`src/sv/aho_pkg.sv`:
```
// attention heatmap overlay package: shared types and constants
// no dependencies
package aho_pkg;

  localparam int unsigned SUM_W  = 11;
  localparam int unsigned GAIN_W = 17;
  localparam int unsigned GAIN_FRAC = 16;

  typedef enum logic [1:0] {
    OP_LOAD     = 2'd0,
    OP_FINALIZE = 2'd1,
    OP_PIXEL    = 2'd2,
    OP_NONE     = 2'd3
  } op_t;

  typedef enum logic [2:0] {
    ST_RUN,
    ST_MAX,
    ST_DIV,
    ST_WR
  } state_t;

  // front-to-back queue entry
  typedef struct packed {
    op_t              op;
    logic [2:0]       head;
    logic [9:0]       patch;
    logic signed [7:0] score;
    logic [7:0]       pixel;
    logic             in_range;
  } cmd_t;

endpackage

```
`src/sv/aho_front.sv`:
```
// front end: accepts items, maps pixel coordinates to patches, queues commands
// depends on aho_pkg
module aho_front #(
  parameter int HEADS = 6,
  parameter int GRID = 16,
  parameter int PATCHES = 256,
  parameter int PATCH_SIZE = 14,
  parameter int IMAGE_SIZE = 224
) (
  input  logic                clk,
  input  logic                rst_n,
  input  logic                in_valid,
  output logic                in_ready,
  input  logic [1:0]          in_op,
  input  logic [2:0]          in_head,
  input  logic [7:0]          in_patch,
  input  logic signed [7:0]   in_score,
  input  logic [7:0]          in_pixel,
  input  logic [7:0]          in_row,
  input  logic [7:0]          in_col,
  output logic                q_valid,
  input  logic                q_pop,
  output aho_pkg::cmd_t       q_data
);

  localparam int QD = 4;
  localparam int CW = 11;
  // ceil(2^16 / PATCH_SIZE), exact for coordinates below 1024
  localparam int unsigned RECIP = (65536 + PATCH_SIZE - 1) / PATCH_SIZE;

  aho_pkg::cmd_t  mem_r [QD];
  logic [1:0]     wp_r, rp_r;
  logic [2:0]     cnt_r;

  logic [CW-1:0] row_c, col_c, gy, gx;
  logic [CW-1:0] gy_c, gx_c;
  logic [31:0] gy_m, gx_m;
  logic [2*CW-1:0] pidx;
  aho_pkg::cmd_t cmd;
  logic push;

  // coordinate clamp and patch lookup, reciprocal multiply for the divide
  always_comb begin
    row_c = (CW'(in_row) > CW'(IMAGE_SIZE - 1)) ? CW'(IMAGE_SIZE - 1) : CW'(in_row);
    col_c = (CW'(in_col) > CW'(IMAGE_SIZE - 1)) ? CW'(IMAGE_SIZE - 1) : CW'(in_col);
    gy_m = 32'(row_c) * 32'(RECIP);
    gx_m = 32'(col_c) * 32'(RECIP);
    gy = CW'(gy_m >> 16);
    gx = CW'(gx_m >> 16);
    gy_c = (gy > CW'(GRID - 1)) ? CW'(GRID - 1) : gy;
    gx_c = (gx > CW'(GRID - 1)) ? CW'(GRID - 1) : gx;
    pidx = (2*CW)'(gy_c) * (2*CW)'(GRID) + (2*CW)'(gx_c);
    cmd.op = aho_pkg::op_t'(in_op);
    cmd.head = in_head;
    cmd.score = in_score;
    cmd.pixel = in_pixel;
    if (in_op == aho_pkg::OP_PIXEL) begin
      cmd.patch = pidx[9:0];
      cmd.in_range = pidx < (2*CW)'(PATCHES);
    end else begin
      cmd.patch = {2'b00, in_patch};
      cmd.in_range = (32'(in_patch) < PATCHES) && (32'(in_head) < HEADS);
    end
  end

  assign in_ready = (cnt_r != 3'(QD));
  assign push = in_valid && in_ready && (in_op != aho_pkg::OP_NONE);
  assign q_valid = (cnt_r != 3'd0);
  assign q_data = mem_r[rp_r];

  always_ff @(posedge clk) begin
    if (push) mem_r[wp_r] <= cmd;
  end

  always_ff @(posedge clk) begin
    if (!rst_n) begin
      wp_r <= '0;
      rp_r <= '0;
      cnt_r <= '0;
    end else begin
      if (push) wp_r <= wp_r + 2'd1;
      if (q_pop) rp_r <= rp_r + 2'd1;
      cnt_r <= cnt_r + 3'(push) - 3'(q_pop);
    end
  end

endmodule

```
`config.mk`:
```
export PLATFORM = sky130hd
export DESIGN_NAME = aho_front
export DESIGN_NICKNAME = d
export VERILOG_FILES = /design/src/sv/aho_pkg.sv /design/src/sv/aho_front.sv
export SDC_FILE = /design/constraint.sdc
export NUM_CORES = 1
export LEC_CHECK = 0
export BUFFER_PORTS_ARGS = -buffer_cell sky130_fd_sc_hd__buf_2
export CORE_ASPECT_RATIO = 1.5
export CORE_MARGIN = 5
export CORE_UTILIZATION = 32
export DETAILED_ROUTE_END_ITERATION = 8
export MAX_ROUTING_LAYER = met4
export PLACE_DENSITY_LB_ADDON = 0.05
export SLEW_MARGIN = 15
export SYNTH_ARGS = -nofsm -noshare
export SYNTH_HDL_FRONTEND = slang
export SYNTH_SLANG_ARGS = --single-unit
```
`constraint.sdc`:
```
create_clock -name clk -period 6.6 [get_ports clk]
set_clock_uncertainty 0.15 [all_clocks]
set_input_delay 0 -clock clk [delete_from_list [all_inputs] [get_ports clk]]
set_output_delay 0 -clock clk [all_outputs]
set_load 0.02 [all_outputs]
```
Word level (Yosys, flattened, before mapping)
Memory sizes are Yosys's and may differ from the RTL's. A register that Yosys moved wholly into a read port is not among the register bits.
Cells that the tools add are included.
Word-level totals
  register bits after elaboration: 7
  logic and storage cells: 33
  memories kept: 1
  RAM bits: 128
  output and inout port bits: 34
  bits of input ports: 49
Cells by class
  multipliers: 2
  reduce and logical (&&, ||, !) cells: 3
  equal/unequal tests: 3
  add/sub/neg operators: 5
  magnitude comparators: 6
  multiplexer cells: 10
Memory list
  mem_r: words 4, width 32, rd ports 1, clocked after Yosys merged registers in 1, wr ports 1, RTL line aho_front.sv:31  | aho_pkg::cmd_t mem_r [QD];
Operators with widths (count)
  $mul 8x12->20 const B: 2
  $gt 8x8->1 const B: 2
  $mux 8: 2
  $add 9x5->10: 1
  $gt 5x4->1 const B: 2
  $lt 10x9->1 const B: 1
  $mux 10: 1
  $mux 5: 2
  $add 2x1->2 const B: 2
  $mux 2: 2
  $add 3x1->3: 1
  $lt 3x3->1 const B: 1
  $mux 1: 3
  $ne 3x3->1 const B: 1
  $reduce_bool 3->1: 1
  $sub 3x1->3: 1
  $eq 2x2->1 const B: 1
  $logic_and 1x1->1: 2
  $ne 2x2->1 const B: 1

Logic depth before layout (Yosys ltp)
Gate-level depths: netlist of run 1.
  word-level depth: 8
  depth in mapped cells: 20
  depth with buffers taken out: 20

Worst setup path before layout of run 1
Ideal clock, no wire load.
  path kind: in2reg
  start point: input in_col[5]
  end point: memory mem_r[0][17] (netlist name), data pin
  buffers on the path: 0
  library setup time: 0.283 ns
  setup slack: 2.597 ns
  cell stages on the path: 16
  arrival time: 3.570 ns
  required time: 6.167 ns
  cell sequence: a21boi_0 > ha_1 > inv_1 > fa_1 > inv_1 > fa_1 > ha_1 > ha_1 > a21o_1 > a21o_1 > a221oi_1 > o21ai_1 > a31oi_1 > nor2b_1 > o21ai_0 > a31oi_1
RTL lines
  start: declaration: RTL line aho_front.sv:20  | input logic [7:0] in_col,
  end: declaration: RTL line aho_front.sv:31

==> results of run 1 <==
[metal layers]
metal,track usage (%),wire length (µm)
met4,3.660,132
met1,13.10,5996
met2,23.79,8632
met5,-,0
met3,2.575,476
[placed cells by master, fill, tap and decap left out, types with 14 or more instances in the layout]
cell,n
buf_2,82
clkbuf_16,17
dlygate4sd3_1,32
edfxtp_1,128
fa_1,15
ha_1,90
inv_1,32
mux4_2,32
nand2_1,19
nor2_1,14
[worst max-delay path: stages]
cell	delay (ps)
buf_2	140
a21boi_0	510
ha_1	250
inv_1	50
fa_1	500
inv_1	50
fa_1	450
ha_1	310
ha_1	310
a21o_1	160
a21o_1	170
a221oi_1	250
o21ai_1	170
a31oi_1	330
nor2b_1	100
o21ai_0	210
a31oi_1	190
[cell type report]
cell class,instances,area [µm²],share of cell area (%)
Clock buffer,18,429.2,4.824
Antenna cell,1,2.502,0.02813
Timing Repair Buffer,115,738.2,8.297
Tap cell,276,345.3,3.881
Clock inverter,14,125.1,1.406
Multi-Input combinational cell,281,3110,34.96
Inverter,32,120.1,1.350
Sequential cell,137,4026,45.25
[report_power, final]
part | switching, W | total, W | internal, W
Clock | 0.000355 | 0.000875 | 0.000519
Combinational | 0.000355 | 0.000633 | 0.000278
Sequential | 0.0000295 | 0.00106 | 0.00103
[how the worst min path moves through the flow]
| stage | startpoint | to |
|---|---|---|
| 2_1_floorplan | in_score[1] | mem_r[0][10]$_DFFE_PP_ |
| 3_3_place_gp | in_pixel[5] | mem_r[3][6]$_DFFE_PP_ |
| 3_5_place_dp | in_head[0] | mem_r[1][27]$_DFFE_PP_ |
| 4_1_cts | in_valid | wp_r[1]$_SDFFE_PN0P_ |
| 5_1_grt | in_valid | wp_r[1]$_SDFFE_PN0P_ |
| 6_report | in_valid | wp_r[1]$_SDFFE_PN0P_ |
[logic make-up (layout without fill, tap and decap cells)]
group,count (synthesis),after routing,share of synthesized area (%)
simple gates,81,81,6.129
buf+inv,46,179,2.654
mux,33,33,9.998
other cells,1,6,0.05131
compound gates,47,47,5.393
fa+ha+maj,105,105,19.52
flops,137,137,55.06
xor+xnor,10,10,1.199
[sequential cells by signal, indices dropped and copies added (netlist names), named ones only]
signal and count:
cnt_r 3, mem_r 128, rp_r 2, wp_r 2
[per-stage QoR]
stage,total power [W],worst slack [ps],instances,cell area [µm²],hold slack (ps)
after detailed placement,0.001714,1990,809,8020,65.95
after floorplan,0.001521,2597,464,7323,-51.13
after CTS,0.002620,2420,873,8895,53.77
after global routing,0.002734,2042,874,8897,87.42
after global placement,0.001707,2093,809,8020,62.89
final,0.002569,2405,874,8897,71.95
==> summary.txt, run 1 <==
Status
  • Status: complete, no violations

Timing
  • Period minus WS final: 4195 ps
  • Final setup violation count: 0
  • Worst-margin pin slew: ~1000 ps
  • Fmax: between 200 and 250 MHz
  • Post-route setup TNS: 0 ps
  • RSZ-0062 raised after global routing: false
  • Worst slew margin: between 30 and 40%
  • Endpoints failing hold: 0
  • Final worst path period share: approximately 64%
  • Final-report max-slew violation count: 0

Layout
  • Fill cell count: roughly 2200
  • Nets@finish: roughly 740
  • Share of cells above drive strength 1: between 20% and 30%
  • Area Growth Syn to Fin: 21.74%
  • Post-Route Utilization: approximately two fifths

Critical path
  • Worst setup endpoint: mem_r[3][18]$_DFFE_PP_
  • CP endpoint kind: register
  • Reg2Reg Depth: 11
  • Launching point of the worst reg2reg path: cnt_r[1]$_SDFF_PN0_
  • R2r setup slk: roughly 3800 ps
  • FF-to-FF End: cnt_r[1]$_SDFF_PN0_
  • Required @ worst endpoint: 6560 ps
  • Worst Setup Start Kind: input port
  • CP arrival: around 4200 ps
  • CP max FO: 6
  • Critical path class: in -> reg
  • Worst setup startpoint: in_col[7]

Synth
  • EDFF count, synth: 128
  • Syn Area/Cell: ~16 µm²
  • Top cells by area, synth: edfxtp_1, ha_1, mux4_2, fa_1, dfxtp_1
  • Async set-reset flop share out of synthesis: 0%
  • YS warnings: 0
  • Top-count cell post-synth: edfxtp_1
  • Largest area contributor in the netlist: edfxtp_1
  • Register area share after synthesis: a little under three fifths
  • Top FF cell, synth: edfxtp_1
  • Top cells by count, synth: edfxtp_1, ha_1, inv_1, mux4_2, nand2_1
  • Post-Syn Area: about 7300 µm²
  • Post-synth top area share: between 50% and 60%
  • Gate Count Post-Synth: 460
  • Post-synthesis cell type count: 59
  • Seq cells post-synth: ~140

Floorplan
  • Core footprint: between 20000 and 25000 µm²
  • Die area: roughly 26000 µm²
  • Row cnt: 67
  • Starting density of the core: roughly a third
  • I/O pin count: 83
  • Die Span Y: roughly 200 µm
  • Die W: about 130 µm

GRT
  • First-pass GRT wire length: approximately 25 mm
  • Gr usage total: between 10 and 15%
  • Grt total ovfl: 0
  • Vias in the first global route: around 4700
  • Initial antenna violation count: 1
  • Largest net degree at the start of global routing: 33

CTS
  • Clock Pin Slew Worst Setup and Hold Paths: ~60 ps
  • TritonCTS clock tree: done
  • Post_cts resized: 0
  • CTS buffer count: 17
  • Cts hold-fix bufs: 32
  • H-tree levels: 4
  • Clock latency at the later pin of the worst-skew pair: 400 ps
  • Post-CTS Setup Inserts: 0
  • Clock sinks: 137
  • CTS root buffer: clkbuf_16
  • Clk buf depth: 2

Placed design
  • RD Place Congestion: 0.7565
  • Port bufs: 82
  • DP HPWL: 10.90 mm

Power and ir drop
  • Leakage: between 3 and 4 nW
  • PwrDens: 288.7 nW/µm²
  • Worst VDD drop: between 0.0001 and 0.00015 V

Route
  • Drt drc: 0
  • Detail Route Antenna Nets: 0
  • Routed WL: ~15 mm
  • Vias per inst: 4.796
  • Via count: 4192
  • DRT iter0 DRCs: ~170
  • Routed WL per cell: approximately 17 µm
  • Drt pass-1 iters: 4

Run
  • Max_cap viols: 0

Min path
  • WHS Path Cells: 4
  • Hold Crit Class: in -> reg
Note: power is estimated with default switching activity, not from simulation.
==> inputs of run 2 (changes only) <==
--- a/config.mk
+++ b/config.mk
@@ -5,6 +5,7 @@
 export SDC_FILE = /design/constraint.sdc
 export NUM_CORES = 1
 export LEC_CHECK = 0
+export ABC_AREA = 1
 export BUFFER_PORTS_ARGS = -buffer_cell sky130_fd_sc_hd__buf_2
 export CORE_ASPECT_RATIO = 1.5
 export CORE_MARGIN = 5
==> constraint.sdc (replaced) <==
create_clock -name clk -period 3.64 [get_ports clk]
set_clock_uncertainty 0.15 [all_clocks]
set_input_delay 0 -clock clk [delete_from_list [all_inputs] [get_ports clk]]
set_output_delay 0 -clock clk [all_outputs]
set_load 0.02 [all_outputs]
==> run 2 against run 1 <==
  * Sequential share of layout area shrank 3.2 points
  * Largest power group unchanged
  * Sequential cell count stayed put
  * Largest cell class unchanged
  * Global-route usage up 2.1 points
==> summary.txt, run 2 <==
GRT
  • Gr usage total: about 15%
  • Grt total ovfl: 0
  • Initial antenna violation count: 0
  • Vias in the first global route: roughly 6100
  • Largest net degree at the start of global routing: 65
  • First-pass GRT wire length: a little over 30 mm

Layout
  • Most common cell after layout, fill and taps aside: edfxtp_1
  • Fill cell count: ~2400
  • Most frequent cells in the layout: edfxtp_1, ha_1, nor2_1
  • FF+latch area: roughly 4000 µm²
  • Nets@finish: 1013
  • Diodes inserted: 0
  • Max reg flops: between 100 and 150
  • Regs by FF count: mem_r (128), cnt_r (3)
  • Multi-input logic area: 3294 µm²
  • Area Growth Syn to Fin: 25.10%
  • Share of cells above drive strength 1: 19.98%
  • Biggest register: mem_r

Synth
  • EDFF count, synth: between 100 and 150
  • Top FF cell, synth: edfxtp_1
  • XOR/XNOR share of the synthesized area: less than 1%
  • Compound-Gate Fraction of Synth Area: ~11%
  • Adder-cell share of the synthesized area: 18.63%
  • Multiplexer share of the synthesized area: 0%
  • Combinational family with the most area after synthesis: adder cells
  • Post-Syn Area: 7656 µm²
  • Syn Area/Cell: 10.74 µm²
  • Register area share after synthesis: 52.56%
  • Async set-reset flop share out of synthesis: 0%
  • Largest area contributor in the netlist: edfxtp_1
  • Gate Count Post-Synth: 713
  • Seq cells post-synth: 137
  • YS warnings: 0
  • Post-synth top area share: ~50%
  • Post-synthesis cell type count: slightly above 40
  • Top cells by count, synth: edfxtp_1, nor2_1, ha_1
  • Top-count cell post-synth: edfxtp_1
  • Top cells by area, synth: edfxtp_1, ha_1, o21ai_0, nor2_1, fa_1
  • Simple logic cell fraction of the synthesized area: 11.75%

Route
  • Drt drc: 0
  • Vias per inst: 4.707
  • Routed WL per cell: around 15 µm
  • Top routing layer in use: met4
  • Routed WL: about 18 mm
  • Met1 Wirelength: about 7.5 mm
  • Met2 Wirelength: around 10 mm
  • Detail Route Antenna Nets: 0
  • Met3 routed WL: 463 µm
  • Drt pass-1 iters: 6
  • DRT iter0 DRCs: 201
  • Via count: around 5600

Timing
  • Post-route setup TNS: 0 ps
  • Final worst path period share: between 90% and 100%
  • Final-report max-slew violation count: 0
  • RSZ-0062 raised after global routing: false
  • Fmax: approximately 290 MHz
  • Worst slew margin: between 40% and 50%
  • Hold_ws: 177.3 ps
  • Endpoints failing hold: 0
  • Period minus WS final: ~3400 ps
  • Worst-margin pin slew: between 800 and 900 ps
  • Final setup violation count: 0

Floorplan
  • Starting density of the core: 32.37%
  • Die Span Y: approximately 200 µm
  • Die W: about 140 µm
  • I/O pin count: between 80 and 90
  • Core footprint: between 20000 and 25000 µm²
  • Die area: approximately 27000 µm²
  • Row cnt: 69

Power and ir drop
  • PwrDens: 525.3 nW/µm²
  • Worst VDD drop: between 0.0002 and 0.0003 V
  • Leakage: 4.092 nW
  • Total power draw: 0.005031 W

Placed design
  • RD Place Congestion: 0.8078
  • DP HPWL: ~13 mm
  • Port bufs: 82

Critical path
  • CP max FO: 4
  • CP arrival: 3410 ps
  • CP endpoint kind: register
  • Critical path class: in -> reg
  • Worst Setup Start Kind: input port
  • Required @ worst endpoint: 3650 ps

CTS
  • Clk buf depth: 2
  • CTS buffer count: 17
  • TritonCTS clock tree: done
  • H-tree levels: 4
  • Clock sinks: roughly 140
  • Clock Pin Slew Worst Setup and Hold Paths: about 60 ps
  • Clock latency at the later pin of the worst-skew pair: roughly 410 ps
  • Post-CTS Setup Inserts: 0
  • CTS root buffer: clkbuf_16

Run
  • Max_cap viols: 0

Min path
  • Hold Crit Class: in -> reg

Status
  • Status: complete, no violations
[run 2: cell types whose count changed after synthesis, moves of 8 or more]
cell / delta
mux4_2: -32
and2_1: -10
o21ai_0: +69
xnor2_1: -8
nand2b_1: -11
o22ai_1: +32
clkbuf_1: +12
nand3_1: +10
a21oi_1: +22
nor2_1: +78
inv_1: +45
nand2_1: +57
[run 2: cells by family after synthesis]
| group | count (synthesis) |
|---|---|
| compound gates | 155 |
| xor+xnor | 4 |
| fa+ha+maj | 105 |
| buf+inv | 103 |
| flops | 137 |
| other cells | 1 |
| simple gates | 208 |
[run 2: area by class of cell]
class | count | area share [%]
timing repair buffer | 147 | 10.22
inverter | 79 | 3.109
multi-input combinational | 477 | 34.40
clock inverter | 14 | 1.646
clock buffer | 17 | 4.442
tap | 319 | 4.167
sequential | 137 | 42.02
[run 2: metal layers]
| metal | track usage [%] | up-vias |
|---|---|---|
| met5 | - | - |
| met1 | 16.11 | 2697 |
| li1 | - | 2791 |
| met2 | 27.28 | 91 |
| met3 | 1.612 | 22 |
| met4 | 5.118 | 0 |
[run 2: stage by stage]
step	instance area, µm²	util, %	cells	setup WS (ps)
6_report	9578	40.49	1190	241.1
5_1_grt	9578	40.49	1190	15.47
4_1_cts	9562	40.42	1190	177.6
3_5_place_dp	8658	36.60	1127	-255.0
3_3_place_gp	8658	36.60	1127	-241.7
2_1_floorplan	7674	-	717	18.50
[run 2: repair_timing]
action | CTS | global route
resized for setup | 0 | 2
endpoints found under the setup margin | 0 | 4
hold buffers | 32 | 0
endpoints found under the hold margin | 125 | 0
[run 2: worst paths after layout]
path	start	end	slack (ps)	depth (start not counted)
worst max-delay path	in_row[5]	mem_r[1][21]$_DFFE_PP_	240	23
worst min-delay path	in_valid	wp_r[1]$_SDFFE_PN0P_	180	3
worst max register to register	cnt_r[1]$_SDFF_PN0_	cnt_r[1]$_SDFF_PN0_	620	10
worst min register to register	rp_r[1]$_SDFFE_PN0P_	rp_r[1]$_SDFFE_PN0P_	310	1
[run 2: worst max-delay path: stages]
cell and delay (ps):
buf_2 120, nand3_4 80, inv_1 50, nor2_2 90, ha_1 150, inv_1 50
fa_1 500, inv_1 50, fa_1 460, ha_1 340, ha_4 260, a21oi_1 160
o21a_1 130, nand2_1 100, nand3_2 90, nand2_2 60, nand2_4 60, inv_1 40
a21oi_1 90, o21ai_0 90, ha_1 270, nand2_1 80, nand2_2 70
[run 2: where the power goes]
group	total, W	switching, W	internal, W
combinational	0.00143	0.000874	0.000552
clock	0.00168	0.000622	0.00106
sequential	0.00192	0.0000388	0.00188
